==> src/rtl/ppc_pkg.sv <==
package ppc_pkg;

	// field widths
	localparam int FREQ_W = 27;
	localparam int DUTY_W = 17;
	localparam int CODE_W = 3;
	localparam int CNT_W  = 16;
	localparam int FRAC_W = 16;

	// divider tables, clock divider outer, high-speed divider inner
	localparam int TAB_N   = 8;
	localparam int ENTRY_N = TAB_N * TAB_N;
	localparam int ENTRY_W = 2 * CODE_W;
	localparam int PROD_W  = 11;

	localparam logic [PROD_W-1:0] CLK_DIV [TAB_N] = '{
		11'd1, 11'd2, 11'd4, 11'd8, 11'd16, 11'd32, 11'd64, 11'd128
	};
	localparam logic [PROD_W-1:0] FAST_DIV [TAB_N] = '{
		11'd1, 11'd2, 11'd4, 11'd6, 11'd8, 11'd10, 11'd12, 11'd14
	};

	// base clock and period limits
	localparam int BASE_TICKS    = 100_000_000;
	localparam int PERIOD_MAX    = 65535;
	localparam int DIVISOR_LIMIT = 128 * 14;
	localparam int DIV_SPAN      = DIVISOR_LIMIT * PERIOD_MAX;

	// smallest frequency that some divider product can reach
	localparam int FREQ_MIN = (BASE_TICKS + DIV_SPAN - 1) / DIV_SPAN;

	// product p qualifies when p * f exceeds base ticks over the period limit
	localparam int QUAL_MIN = BASE_TICKS / PERIOD_MAX + 1;
	localparam int QUAL_W   = $clog2(QUAL_MIN + 1);
	localparam int QPROD_W  = PROD_W + QUAL_W;

	// period division: fixed dividend over f times product
	localparam int DIVR_W     = FREQ_W;
	localparam int QUO_W      = CNT_W;
	localparam int DIV_STEP   = 2;
	localparam int DIV_STAGES = QUO_W / DIV_STEP;
	localparam logic [FREQ_W-1:0] DIVIDEND = FREQ_W'(BASE_TICKS);
	localparam logic [DIVR_W-1:0] REM_INIT = DIVR_W'(DIVIDEND >> QUO_W);
	localparam logic [QUO_W-1:0]  DIV_LOW  = DIVIDEND[QUO_W-1:0];

	// fallback codes and product
	localparam logic [CODE_W-1:0] CODE_NONE = 3'd7;
	localparam logic [PROD_W-1:0] PROD_NONE = PROD_W'(DIVISOR_LIMIT);

	// status codes
	localparam logic STATUS_OK    = 1'b0;
	localparam logic STATUS_RANGE = 1'b1;

	// side data that travels with an item down the pipeline
	typedef struct packed {
		logic              err;
		logic [CODE_W-1:0] clk_code;
		logic [CODE_W-1:0] fast_code;
		logic [DUTY_W-1:0] duty_a;
		logic [DUTY_W-1:0] duty_b;
	} side_t;

	// finished result
	typedef struct packed {
		logic              status;
		logic [CODE_W-1:0] clk_code;
		logic [CODE_W-1:0] fast_code;
		logic [CNT_W-1:0]  period;
		logic [CNT_W-1:0]  cmp_a;
		logic [CNT_W-1:0]  cmp_b;
	} result_t;

	// divider product of one table entry in scan order
	function automatic logic [PROD_W-1:0] entry_prod(int k);
		logic [2*PROD_W-1:0] p;
		p = (2*PROD_W)'(CLK_DIV[k / TAB_N]) * (2*PROD_W)'(FAST_DIV[k % TAB_N]);
		return p[PROD_W-1:0];
	endfunction

	// true when no earlier entry has the same product
	function automatic bit entry_first(int k);
		bit first;
		first = 1'b1;
		for (int m = 0; m < k; m++) begin
			if (entry_prod(m) == entry_prod(k))
				first = 1'b0;
		end
		return first;
	endfunction

	// entry with the next smaller product, -1 when none
	function automatic int entry_pred(int k);
		int best;
		best = -1;
		for (int m = 0; m < ENTRY_N; m++) begin
			if (entry_prod(m) < entry_prod(k) &&
			    (best < 0 || entry_prod(m) > entry_prod(best)))
				best = m;
		end
		return best;
	endfunction

endpackage

==> src/rtl/ppc_select.sv <==
module ppc_select import ppc_pkg::*; (
	input  logic              clk,
	input  logic              arst_n,
	input  logic              en,
	input  logic              vld_i,
	input  logic [FREQ_W-1:0] freq_i,
	input  logic [DUTY_W-1:0] duty_a_i,
	input  logic [DUTY_W-1:0] duty_b_i,
	output logic              vld_o,
	output side_t             side_o,
	output logic [DIVR_W-1:0] divisor_o
);

	logic [QUAL_W-1:0]  freq_sat;
	logic [ENTRY_N-1:0] qual_d;
	logic [ENTRY_N-1:0] win;
	logic [ENTRY_W-1:0] code_d;
	logic [PROD_W-1:0]  best_d;
	logic [FREQ_W+PROD_W-1:0] dprod;

	logic               vld_s1, vld_s2, vld_s3;
	logic [ENTRY_N-1:0] qual_s1;
	logic [FREQ_W-1:0]  freq_s1, freq_s2;
	logic [DUTY_W-1:0]  duty_a_s1, duty_b_s1, duty_a_s2, duty_b_s2;
	logic               err_s1, err_s2;
	logic [ENTRY_W-1:0] code_s2;
	logic [PROD_W-1:0]  best_s2;
	side_t              side_s3;
	logic [DIVR_W-1:0]  divisor_s3;

	// frequency clipped to the qualifying threshold, larger values all qualify
	assign freq_sat = (freq_i >= FREQ_W'(QUAL_MIN)) ? QUAL_W'(QUAL_MIN)
	                                                : freq_i[QUAL_W-1:0];

	// one constant-product compare per table entry
	for (genvar k = 0; k < ENTRY_N; k++) begin : g_qual
		localparam logic [PROD_W-1:0] PK = entry_prod(k);
		assign qual_d[k] = (QPROD_W'(PK) * QPROD_W'(freq_sat)) >= QPROD_W'(QUAL_MIN);
	end

	// qualifying is monotonic in the product: the winner is the first entry of the
	// smallest qualifying product, i.e. the next smaller product fails
	for (genvar k = 0; k < ENTRY_N; k++) begin : g_win
		localparam int PRED  = entry_pred(k);
		localparam bit FIRST = entry_first(k);
		if (PRED < 0) begin : g_base
			assign win[k] = qual_s1[k] & FIRST;
		end else begin : g_rest
			assign win[k] = qual_s1[k] & FIRST & ~qual_s1[PRED];
		end
	end

	// one-hot winner to entry index and product
	always_comb begin
		code_d = '0;
		best_d = '0;
		for (int k = 0; k < ENTRY_N; k++) begin
			if (win[k]) begin
				code_d = code_d | ENTRY_W'(k);
				best_d = best_d | entry_prod(k);
			end
		end
		if (!(|win)) begin
			code_d = {CODE_NONE, CODE_NONE};
			best_d = PROD_NONE;
		end
	end

	// period divisor, fits the frequency width whenever there is no error
	assign dprod = (FREQ_W+PROD_W)'(freq_s2) * (FREQ_W+PROD_W)'(best_s2);

	// stage valids
	always_ff @(posedge clk or negedge arst_n) begin
		if (!arst_n) begin
			vld_s1 <= 1'b0;
			vld_s2 <= 1'b0;
			vld_s3 <= 1'b0;
		end else if (en) begin
			vld_s1 <= vld_i;
			vld_s2 <= vld_s1;
			vld_s3 <= vld_s2;
		end
	end

	// stage data
	always_ff @(posedge clk) begin
		if (en) begin
			qual_s1   <= qual_d;
			freq_s1   <= freq_i;
			duty_a_s1 <= duty_a_i;
			duty_b_s1 <= duty_b_i;
			err_s1    <= freq_i < FREQ_W'(FREQ_MIN);

			code_s2   <= code_d;
			best_s2   <= best_d;
			freq_s2   <= freq_s1;
			duty_a_s2 <= duty_a_s1;
			duty_b_s2 <= duty_b_s1;
			err_s2    <= err_s1;

			side_s3.err       <= err_s2;
			side_s3.clk_code  <= code_s2[ENTRY_W-1:CODE_W];
			side_s3.fast_code <= code_s2[CODE_W-1:0];
			side_s3.duty_a    <= duty_a_s2;
			side_s3.duty_b    <= duty_b_s2;
			divisor_s3        <= dprod[DIVR_W-1:0];
		end
	end

	assign vld_o     = vld_s3;
	assign side_o    = side_s3;
	assign divisor_o = divisor_s3;

endmodule

==> config.mk <==
export PLATFORM = sky130hd
export DESIGN_NAME = ppc_select
export DESIGN_NICKNAME = d
export VERILOG_FILES = /design/src/rtl/ppc_pkg.sv /design/src/rtl/ppc_select.sv
export SDC_FILE = /design/constraint.sdc
export NUM_CORES = 1
export LEC_CHECK = 0
export BUFFER_PORTS_ARGS = -buffer_cell sky130_fd_sc_hd__buf_4
export CORE_ASPECT_RATIO = 0.75
export CORE_MARGIN = 2
export CORE_UTILIZATION = 62
export CTS_CLUSTER_DIAMETER = 200
export CTS_CLUSTER_SIZE = 20
export DETAILED_ROUTE_END_ITERATION = 8
export PLACE_DENSITY = 0.89
export SLEW_MARGIN = 0
export SYNTH_ARGS = -nofsm -noshare
export SYNTH_HDL_FRONTEND = slang
export SYNTH_SLANG_ARGS = --single-unit
==> constraint.sdc <==
create_clock -name clk -period 7.9 [get_ports clk]
set_clock_uncertainty 0.1 [all_clocks]
set_input_delay 2.37 -clock clk [delete_from_list [all_inputs] [get_ports clk]]
set_output_delay 2.37 -clock clk [all_outputs]
set_load 0.03 [all_outputs]
# [Yosys cells after proc, flatten, opt, wreduce, memory -nomap -nowiden]
# Index checks and enable logic that the tools add are counted.
[op_classes] mux=68 n_shift=0 add_sub_neg=0 magnitude_cmp=38 mul=26 bitwise=71 eq_ne=0 n_div=0 reduce_logical=7
[ops] cell="$mul A3 B11 Y14 const A" n=16
[ops] cell="$mul A2 B11 Y13 const A" n=9
[ops] cell="$mux W6" n=18
[ops] cell="$ge A21 B11 Y1 const B" n=4
[ops] cell="$ge A20 B11 Y1 const B" n=4
[ops] cell="$ge A19 B11 Y1 const B" n=4
[ops] cell="$ge A18 B11 Y1 const B" n=4
[ops] cell="$ge A17 B11 Y1 const B" n=4
[ops] cell="$ge A22 B11 Y1 const B" n=3
[ops] cell="$ge A16 B11 Y1 const B" n=4
[ops] cell="$ge A15 B11 Y1 const B" n=4
[ops] cell="$mux W5" n=12
[ops] cell="$mux W10" n=4
[ops] cell="$mux W9" n=4
[ops] cell="$not A1 Y1" n=36
[ops] cell="$reduce_or A36 Y1" n=1
[ops] cell="$and A1 B1 Y1" n=35
[ops] cell="$mux W11" n=3
[ops] cell="$reduce_or A33 Y1" n=1
[ops] cell="$mux W4" n=8
[ops] cell="$mux W8" n=4
[ops] cell="$ge A14 B11 Y1 const B" n=2
[ops] cell="$mux W7" n=4
[ops] cell="$ge A27 B11 Y1 const B" n=1
[ops] cell="other kinds (13)" n=21
[totals] rom_bits=0 input_bits=65 ff_bits=276 word_cells=238 mem_count=0 latchBits=0 ram_bits=0

# [Longest topological paths before layout]
# Gate-level depths: netlist of run 1.
[logic_depth] word_depth=35 ltp_mapped=23 depth_no_buf=21

# [Worst setup path after synthesis of run 1]
# No wires, ideal clock.
[synth_path] path_kind="input -> register" start="input freq_i[21]" end="register qual_s1[63], data pin" setup_slack_ps=1231 path_buffers=1 stages=18 required_time_ps=7529 arrival_ps=6298 path_cell_list="nor4_2 and4_1 and3_1 clkbuf_1 nand2b_1 fa_1 ha_1 inv_1 fa_1 nor2b_1 o21ai_1 nand2b_1 a211oi_1 o21bai_1 or3_1 a211oi_1 nor4bb_1 nand3_1"
[synth_via] elab_chain_len=4
[synth_lines] item="start, declared" line="ppc_select.sv:6" source="input logic [FREQ_W-1:0] freq_i,"
[synth_lines] item="$ge A27 B11 Y1" line="ppc_select.sv:32" source="assign freq_sat = (freq_i >= FREQ_W'(QUAL_MIN)) ? QUAL_W'(QUAL_MIN)"
[synth_lines] item="$mux W11" line="ppc_select.sv:32"
[synth_lines] item="$mul A3 B11 Y14" line="ppc_select.sv:38" source="assign qual_d[k] = (QPROD_W'(PK) * QPROD_W'(freq_sat)) >= QPROD_W'(QUAL_MIN);"
[synth_lines] item="$ge A22 B11 Y1" line="ppc_select.sv:38"
[synth_lines] item="via qual_d[63]" line="ppc_select.sv:15" source="logic [ENTRY_N-1:0] qual_d;"
[synth_lines] item="end signal, assigned" line="ppc_select.sv:88" source="qual_s1 <= qual_d;"
[synth_lines] item="end, declared" line="ppc_select.sv:22" source="logic [ENTRY_N-1:0] qual_s1;"
# The timed path passes the listed nets, and every way through them passes these cells.
# A chain may end at the register's enable or synchronous reset.

# [Worst setup path in the final report of run 1]
[layout_path] start="input freq_i[23]" end="register qual_s1[55], data pin"
[layout_via] elab_chain_len=4
[layout_lines] item="$ge A27 B11 Y1" line="ppc_select.sv:32"
[layout_lines] item="$mux W11" line="ppc_select.sv:32"
[layout_lines] item="$mul A3 B11 Y14" line="ppc_select.sv:38"
[layout_lines] item="$ge A21 B11 Y1" line="ppc_select.sv:38"
[layout_lines] item="via qual_d[55]" line="ppc_select.sv:15"
# The timed path passes the listed nets, and every way through them passes these cells.

==> results.sh, run 1 <==
export IMPL_status="finished, final reports clean"
export IMPL_synth_top_area_frac=0.418
export IMPL_synthFlopType="edfxtp_1"
export IMPL_synth_area_leader_cell="edfxtp_1"
export IMPL_core_area_mm2=0.0280
export IMPL_crit_chain="buf_4, nor4_2, and4_1, nand3_1, nor2_1, inv_1, ha_1, or3_1, ha_1, o21ai_0, o21bai_1, a21oi_1, or3_1, a211oi_1, nor4bb_1, o21ai_1"
export IMPL_dp_hpwl_mm=30.1
export IMPL_period_needed_ns=6.92
export IMPL_drtIter0Drc=1166
export IMPL_synth_fp_nets=1899
export IMPL_max_slew_margin=0.299
export IMPL_ctsResizeCount=0
export IMPL_cts_sinks=248
export IMPL_drv_cap=0
export IMPL_setup_tns_ns=0
export IMPL_yosysSeqAreaShare=0.422
export IMPL_syn_instance_count=1556
export IMPL_postRouteAntennaNets=0
export IMPL_synth_avg_cell_area_um2=11.3
export IMPL_areaGrowthSynthToFinish_pct=10.3
export IMPL_h_tree_depth=1
export IMPL_start_kind="input pin"
export IMPL_critPathBufInv=2
export IMPL_grt_pass1_vias=12000
export IMPL_synth_cell_type_count=67
export IMPL_drc=0
export IMPL_yosys_cell_count_top_type="edfxtp_1"
export IMPL_rsz0062_at_grt="no"
export IMPL_period_share=0.876
export IMPL_routabilityCongestion=0.914
export IMPL_die_w_um=199
export IMPL_hold_buffers=0
export IMPL_cts_setup_buffers=0
export IMPL_numCtsBuffers=16
export IMPL_worstMarginPinSlew_ns=1.05
export IMPL_slowest_delay_ns=0.45
export IMPL_groute_usage_overall=0.271
export IMPL_grt_max_degree=131
export IMPL_num_vias=11800
export IMPL_drt_vias_per_instance=5.76
export IMPL_ios=134
export IMPL_max_vdd_ir_drop_v=0.000439
export IMPL_clockBufferDepth=3
export IMPL_slew_violations=0
export IMPL_initial_utilization=0.629
export IMPL_finalSetupViolCount=0
export IMPL_grt_overflow_total=0
export IMPL_holdCritPathClass="reg2reg"
export IMPL_ys_top_cells_by_count="245 x edfxtp_1, 233 x inv_1, 197 x nand2_1"
export IMPL_fin_nets=2008
export IMPL_drive_gt1_frac=0.106
export IMPL_timing_fmax_mhz=144
export IMPL_num_rows=53
export IMPL_cts_tree="done"
export IMPL_die_area_mm2=0.0298
export IMPL_syn_area_mm2=0.0176
export IMPL_insertion_delay_ns=0.51
export IMPL_timing_critical_path_required_ns=8.04
export IMPL_placed_area_mm2=0.0190
export IMPL_cellPowerDensity_mw_per_mm2=384
export IMPL_synthTopCellsByArea="edfxtp_1 42%, fa_1 21%, ha_1 6.7%, inv_1 5.0%, nand2_1 4.2%"
export IMPL_yosysWarnings=0
export IMPL_clockRootBuffer="clkbuf_16"
export IMPL_critPathArrivalTime_ns=7.06
export IMPL_fin_area_mm2=0.0194
export IMPL_synth_seq_cells=248
export IMPL_wire_per_inst_um=19.0
export IMPL_worst_path_max_delay_cell="a211oi_1"
export IMPL_async_flop_share=0.0121
export IMPL_synth_edf_count=245
export IMPL_crit_family="simple AND/OR/NAND/NOR gates"
export IMPL_io_buffers=133
export IMPL_crit_path_end_kind="flop"
export IMPL_dr_pass1_iters=6
export IMPL_worstSetupPathType="in2reg"
export IMPL_wl_mm=39.0
export IMPL_antenna_found_initial=0
export IMPL_worst_path_max_fanout=11
export IMPL_grt_pass1_wl_mm=62.3
export IMPL_holdWs_ns=0.302
export IMPL_fill_cells=1938
export IMPL_die_h_um=150
export IMPL_diodes=0
export IMPL_p_leak_uw=0.00810
export IMPL_clkTransAtPathRegs_ns=0.10
export IMPL_hold_violations=0
==> state kept, by name (all words and copies together) (netlist names) <==
register	cells
freq_s2	27
duty_a_s1	17
vld_s1	1
duty_b_s2	17
divisor_o	27
code_s2	6
duty_a_s2	17
vld_o	1
vld_s2	1
duty_b_s1	17
qual_s1	36
err_s2	1
freq_s1	27
best_s2	11
side_o	41
err_s1	1
==> cells by family (layout without fill, tap and decap cells) <==
logic type | count (synthesis) | count (layout) | synth area share
AOI/OAI and AO/OA | 173 | 173 | 0.0625
xor gates and xnor gates | 62 | 62 | 0.0308
adders and majority gates | 278 | 278 | 0.276
buffers and inverters | 283 | 398 | 0.0603
DFF | 248 | 248 | 0.422
muxes | 4 | 4 | 0.00256
and+or+nand+nor | 508 | 508 | 0.146
==> layout by cell type, fill, tap and decap left out, types with 4 or more instances in the layout <==
cell       synthesis  layout
o21a_1             4       4
o22ai_1            4       4
edfxtp_1         245     245
and2_1           109     109
a21oi_1           44      44
nor4_1             9       9
nand3b_1           5       5
and3_1            11      11
o21bai_1           6       6
nor2_1            59      59
or3_1              8       8
buf_4              0     137
clkbuf_1          48       6
clkbuf_16          0      16
fa_1             184     184
a211oi_1           5       5
inv_1            233     233
a21o_1            20      20
xor2_1            20      20
o21ai_0           31      31
xnor2_1           42      42
nand3_1           28      28
nand2_1          197     197
ha_1              94      94
nor2b_1           14      14
nor3_1            14      14
o21ai_1           18      18
nand2b_1          19      19
mux2_2             4       4
nand4_1           12      12
nor4_2             4       4
or2_2              5       5
a31oi_1            6       6
==> worst paths after layout <==
| check | from | slack, ns | cells after the start | end |
|---|---|---|---|---|
| setup / recovery | freq_i[23] | 0.98 | 16 | qual_s1[55] |
| setup reg to reg | best_s2[3] | 1.32 | 19 | divisor_o[26] |
| min in group asynchronous | arst_n | 1.55 | 1 | vld_s1 |
| max in group asynchronous | arst_n | 6.05 | 1 | vld_o |
| hold / removal | freq_s1[3] | 0.30 | 0 | freq_s2[3] |
| hold reg to reg | freq_s1[3] | 0.30 | 0 | freq_s2[3] |
==> per-stage QoR <==
step / instances / util / power, uW / setup slack [ns]
finish: 2056 / 0.694 / 7460 / 0.977
global route: 2056 / 0.694 / 8190 / 0.674
CTS: 2056 / 0.694 / 7490 / 1.01
detailed placement: 2032 / 0.678 / 6660 / 0.492
global placement: 2032 / 0.678 / 6420 / 0.565
floorplan: 1556 / - / 5620 / 1.23
==> routing by layer <==
metal	global-route usage	up-vias	part of all wire
met2	0.443	541	0.48
met3	0.0494	85	0.082
li1	-	5346	-
met5	0	-	0
met4	0.0705	0	0.027
met1	0.380	5876	0.41
==> worst register-to-register path, stage by stage (launching register included) <==
cell      delay (ns)
edfxtp_1        0.98
nand2_1         0.22
fa_1            0.56
inv_1           0.05
fa_1            0.50
fa_1            0.50
inv_1           0.06
fa_1            0.52
inv_1           0.06
fa_1            0.49
ha_1            0.38
a21o_1          0.20
a31oi_1         0.23
o21ai_0         0.15
nor2_1          0.11
o21ai_1         0.15
or4b_1          0.56
a31o_1          0.25
a21oi_1         0.17
xnor2_1         0.08
==> layout make-up <==
class,count,area [um^2],area share
Timing Repair Buffer,139,1060,0.0547
Clock inverter,2,32.5,0.00167
Clock buffer,22,423,0.0218
Inverter,235,882,0.0454
Multi-Input combinational cell,1025,9120,0.469
Tap cell,385,482,0.0248
Sequential cell,248,7430,0.382
==> power breakdown <==
group          internal, uW  leakage (uW)  switching, uW
clock                   382      0.000218            427
sequential             1870       0.00242           89.5
combinational          2090       0.00546           2610
total                  4330       0.00810           3120
(Power assumes the default switching activity.)
==> run 2: changes to the inputs <==
- CORE_UTILIZATION: 62 -> 35
- PLACE_DENSITY: 0.89 -> 0.58
==> run 2 against run 1 <==
Fmax up 2.0%. Flip-flop and latch count stayed put. Register-to-register slack gained 0.03 ns. Setup slack improved by 0.14 ns. Non-clock buffer count up 6. Die area up 75%. Global-route usage down 11 points. First-iteration DRC count shrank 38%. Core utilization is 30 points lower. Largest power group unchanged. Highest routed layer unchanged.
==> results.sh, run 2 (same netlist as run 1, synthesis figures left out) <==
export IMPL_slowest_delay_ns=0.55
export IMPL_worst_path_max_delay_cell="fa_1"
export IMPL_drc=0
export IMPL_drive_gt1_frac=0.109
export IMPL_critPathArrivalTime_ns=6.95
export IMPL_timing_fmax_mhz=147
export IMPL_initial_utilization=0.353
export IMPL_ctsResizeCount=0
export IMPL_cts_sinks=248
export IMPL_timing_critical_path_required_ns=8.06
export IMPL_r2r_setup_slack_ns=1.35
export IMPL_crit_chain="buf_4, nor4_2, and4_1, and3_1, nand2b_1, fa_1, ha_1, inv_1, fa_1, nor2b_1, o21ai_1, nand2b_1, a211oi_1, o21bai_1, or3_1, a211oi_1, nor4bb_1, o21ai_1"
export IMPL_areaGrowthSynthToFinish_pct=12.5
export IMPL_grt_overflow_total=0
export IMPL_num_rows=71
export IMPL_grt_max_degree=129
export IMPL_dp_hpwl_mm=31.2
export IMPL_worst_path_max_fanout=8
export IMPL_max_slew_margin=0.274
export IMPL_wire_per_inst_um=17.4
export IMPL_cellPowerDensity_mw_per_mm2=379
export IMPL_placed_area_mm2=0.0194
export IMPL_finalSetupViolCount=0
export IMPL_numCtsBuffers=16
export IMPL_wl_mm=40.6
export IMPL_final_common_cell="edfxtp_1"
export IMPL_h_tree_depth=1
export IMPL_rsz0062_at_grt="no"
export IMPL_period_share=0.859
export IMPL_die_w_um=263
export IMPL_p_leak_uw=0.00813
export IMPL_diodes=0
export IMPL_drtIter0Drc=728
export IMPL_fill_cells=4875
export IMPL_routabilityCongestion=0.878
export IMPL_clockBufferDepth=3
export IMPL_die_h_um=198
export IMPL_cts_tree="done"
export IMPL_fin_nets=2014
export IMPL_die_area_mm2=0.0521
export IMPL_io_buffers=133
export IMPL_drt_vias_per_instance=4.83
export IMPL_slew_violations=0
export IMPL_clkTransAtPathRegs_ns=0.09
export IMPL_insertion_delay_ns=0.52
export IMPL_core_area_mm2=0.0499
export IMPL_postRouteAntennaNets=0
export IMPL_num_vias=11300
export IMPL_grt_pass1_vias=11600
export IMPL_holdCritPathClass="reg2reg"
export IMPL_final_cell_mix="245 x edfxtp_1, 233 x inv_1, 197 x nand2_1"
export IMPL_start_kind="input pin"
export IMPL_hold_violations=0
export IMPL_largest_register_ffs=41
export IMPL_crit_path_end_kind="flop"
export IMPL_clockRootBuffer="clkbuf_16"
export IMPL_hold_buffers=0
export IMPL_fin_area_mm2=0.0198
export IMPL_holdWs_ns=0.321
export IMPL_ios=134
export IMPL_dr_pass1_iters=5
export IMPL_grt_pass1_wl_mm=64.6
export IMPL_layoutNonFillerInstCount=2334
export IMPL_setup_tns_ns=0
export IMPL_worstSetupPathType="in2reg"
export IMPL_worstMarginPinSlew_ns=1.09
export IMPL_cts_setup_buffers=0
export IMPL_period_needed_ns=6.79
export IMPL_antenna_found_initial=0
export IMPL_max_vdd_ir_drop_v=0.000375
export IMPL_groute_usage_overall=0.157
export IMPL_drv_cap=0
export IMPL_dp_cells=2310
export IMPL_status="finished, final reports clean"
[run 2: cell types whose count changed in the layout (fill, tap and decap cells not counted)]
cell,before,now
buf_4,137,143
[run 2: where the power goes]
group / leakage [uW] / internal (uW) / total, uW / switching [uW]
clock: 0.000218 / 383 / 839 / 456
combinational: 0.00549 / 2110 / 4720 / 2610
sequential: 0.00242 / 1870 / 1960 / 91.4
total: 0.00813 / 4360 / 7510 / 3160
[run 2: cell type report]
| type | instances | area (um^2) | area share |
|---|---|---|---|
| Multi-Input combinational cell | 1025 | 9120 | 0.460 |
| Timing Repair Buffer | 145 | 1110 | 0.0559 |
| Clock inverter | 2 | 32.5 | 0.00164 |
| Sequential cell | 248 | 7430 | 0.375 |
| Tap cell | 657 | 822 | 0.0415 |
| Clock buffer | 22 | 423 | 0.0213 |
| Inverter | 235 | 882 | 0.0445 |
[run 2: final timing paths]
check,to,cells after the start,start
setup / recovery,qual_s1[55],18,freq_i[26]
hold / removal,side_o[6],0,duty_b_s2[6]
setup reg to reg,divisor_o[26],19,best_s2[4]
hold reg to reg,side_o[6],0,duty_b_s2[6]
max in group asynchronous,vld_s1,1,arst_n
min in group asynchronous,vld_o,1,arst_n
[run 2: through the flow]
stage                     setup slack (ns)  utilization  power [uW]
after floorplan                       1.23            -        5620
after global placement               0.724        0.388        6680
after detailed placement             0.570        0.388        6770
after CTS                             1.13        0.397        7650
after global routing                 0.741        0.397        8290
final                                 1.11        0.397        7510
[run 2: metal layers]
| metal | up-vias | track usage | part of all wire |
|---|---|---|---|
| li1 | 5366 | - | - |
| met1 | 5690 | 0.228 | 0.50 |
| met2 | 183 | 0.247 | 0.44 |
| met3 | 43 | 0.0269 | 0.040 |
| met4 | 0 | 0.0351 | 0.021 |
| met5 | - | 0 | 0 |
[run 2: worst max-delay path, delay by kind of cell]
kind                       cells  cell delay [ns]
buffers and inverters          2             0.19
AOI/OAI and AO/OA              5             0.92
and+or+nand+nor                8             2.48
adders and majority gates      3             0.98
==> run 3: changes to the inputs <==
- clock period: 7.9 -> 6.39 ns (I/O delays scaled with it)
==> run 3 against run 2 <==
Worst hold slack worse by 0.012 ns. Via count up 4.3%. Critical path type is now reg2reg. Flip-flop and latch count unchanged. Setup slack worse by 0.86 ns. Core utilization up 1.7 points. Final cell count up 4.6%. Combinational power up 25%. Global-route usage up 0.59 points. Clock power up 25%. Register-to-register slack worse by 1.1 ns. Die area unchanged.
==> results.sh, run 3 (same netlist as run 1, synthesis figures left out) <==
export IMPL_status="finished, final reports clean"
export IMPL_drt_vias_per_instance=4.82
export IMPL_hold_violations=0
export IMPL_num_vias=11800
export IMPL_grt_pass1_wl_mm=66.5
export IMPL_p_sw_uw=3900
export IMPL_final_common_cell="buf_4"
export IMPL_dr_pass1_iters=5
export IMPL_period_needed_ns=6.14
export IMPL_io_buffers=133
export IMPL_grt_pass1_vias=11700
export IMPL_intPower_uw=5450
export IMPL_clockRootBuffer="clkbuf_16"
export IMPL_cts_sinks=248
export IMPL_areaGrowthSynthToFinish_pct=17.4
export IMPL_dp_slack_ns=-0.132
export IMPL_critPathArrivalTime_ns=6.31
export IMPL_antenna_found_initial=1
export IMPL_p_leak_uw=0.00866
export IMPL_slew_violations=0
export IMPL_grt_max_degree=102
export IMPL_largest_register_ffs=41
export IMPL_period_share=0.960
export IMPL_clockBufferDepth=3
export IMPL_numCtsBuffers=16
export IMPL_crit_path_end_kind="flop"
export IMPL_timing_critical_path_required_ns=6.56
export IMPL_groute_usage_overall=0.163
export IMPL_switching_share=0.417
export IMPL_die_w_um=263
export IMPL_h_tree_depth=1
export IMPL_hold_buffers=0
export IMPL_die_h_um=198
export IMPL_clkTransAtPathRegs_ns=0.09
export IMPL_num_rows=71
export IMPL_worstSetupPathType="reg2reg"
export IMPL_dp_hpwl_mm=32.5
export IMPL_wire_per_inst_um=17.2
export IMPL_drtIter0Drc=699
export IMPL_drive_gt1_frac=0.164
export IMPL_worstMarginPinSlew_ns=1.14
export IMPL_routabilityCongestion=0.904
export IMPL_rsz0062_at_grt="yes"
export IMPL_cellPowerDensity_mw_per_mm2=452
export IMPL_postRouteAntennaNets=0
export IMPL_finalSetupViolCount=0
export IMPL_ios=134
export IMPL_fin_util=0.414
export IMPL_cts_tree="done"
export IMPL_die_area_mm2=0.0521
export IMPL_fin_ws_ns=0.253
export IMPL_timing_fmax_mhz=163
export IMPL_power_frac_comb=0.631
export IMPL_fin_nets=2122
export IMPL_drc=0
export IMPL_fin_area_mm2=0.0207
export IMPL_max_slew_margin=0.237
export IMPL_dp_cells=2407
export IMPL_max_vdd_ir_drop_v=0.000407
export IMPL_p_seq_frac=0.257
export IMPL_worst_path_max_fanout=11
export IMPL_start_kind="flop"
export IMPL_power_uw=9350
export IMPL_grt_overflow_total=0
export IMPL_fill_cells=4787
export IMPL_layoutNonFillerInstCount=2442
export IMPL_holdCritPathClass="reg2reg"
export IMPL_clkPwrFrac=0.112
export IMPL_insertion_delay_ns=0.53
export IMPL_final_cell_mix="248 x buf_4, 245 x edfxtp_1, 233 x inv_1"
export IMPL_core_area_mm2=0.0499
export IMPL_placed_area_mm2=0.0201
export IMPL_wl_mm=42.1
export IMPL_diodes=0
export IMPL_drv_cap=0
export IMPL_initial_utilization=0.353
## run 3: per-stage QoR
step                      hold slack [ns]   TNS, ns
after floorplan                     0.300         0
after global placement              0.300  -0.00647
after detailed placement            0.305    -0.360
after CTS                           0.306         0
after global routing                0.313  -0.00885
final                               0.309         0
## run 3: final timing paths
kind                              from       endpoint  slack (ns)  cells past startpoint
hold reg to reg            freq_s1[21]    freq_s2[21]        0.31                      0
max in group asynchronous       arst_n         vld_s1        5.03                      1
setup / recovery            freq_s2[7]  divisor_o[26]        0.25                     19
min in group asynchronous       arst_n          vld_o        1.07                      1
setup reg to reg            freq_s2[7]  divisor_o[26]        0.25                     19
hold / removal             freq_s1[21]    freq_s2[21]        0.31                      0
## run 3: cell type report
class | count | area (um^2) | share of cell area
repair buffers | 253 | 1960 | 0.0947
multi-input cells | 1025 | 9120 | 0.441
flip-flops and latches | 248 | 7430 | 0.360
inverters | 235 | 882 | 0.0427
well taps | 657 | 822 | 0.0398
clock inverters | 2 | 32.5 | 0.00157
clock buffers | 22 | 423 | 0.0205
## run 3: repair_timing
item	in CTS	in global routing
setup buffers	0	11
gates resized for setup	0	1
endpoints found under the setup margin	0	4
## run 3: power by group through the flow
stage	sequential, uW	clock [uW]	combinational, uW
4_1_cts	2410	1100	6000
6_report	2400	1050	5900
3_3_place_gp	2450	0	5880
2_1_floorplan	2590	0	4360
5_1_grt	2420	1140	6830
3_5_place_dp	2450	0	5950
## run 3: worst max-delay path: stages (launching register included)
cell      delay, ns
edfxtp_1       0.66
nand2_1        0.15
fa_1           0.53
inv_1          0.05
fa_1           0.46
fa_1           0.53
fa_1           0.55
inv_1          0.05
fa_1           0.53
inv_1          0.04
ha_1           0.36
a21o_1         0.20
a31oi_1        0.17
o21ai_0        0.15
nor2_1         0.13
o21ai_1        0.17
or4b_1         0.55
a31o_1         0.25
a21oi_1        0.17
xnor2_1        0.08
## run 3: layer usage
metal / track usage / vias up / share of wire
met4: 0.0345 / 0 / 0.021
met3: 0.0281 / 51 / 0.062
li1: - / 5574 / -
met1: 0.240 / 5834 / 0.48
met2: 0.253 / 312 / 0.44
met5: 0 / - / 0
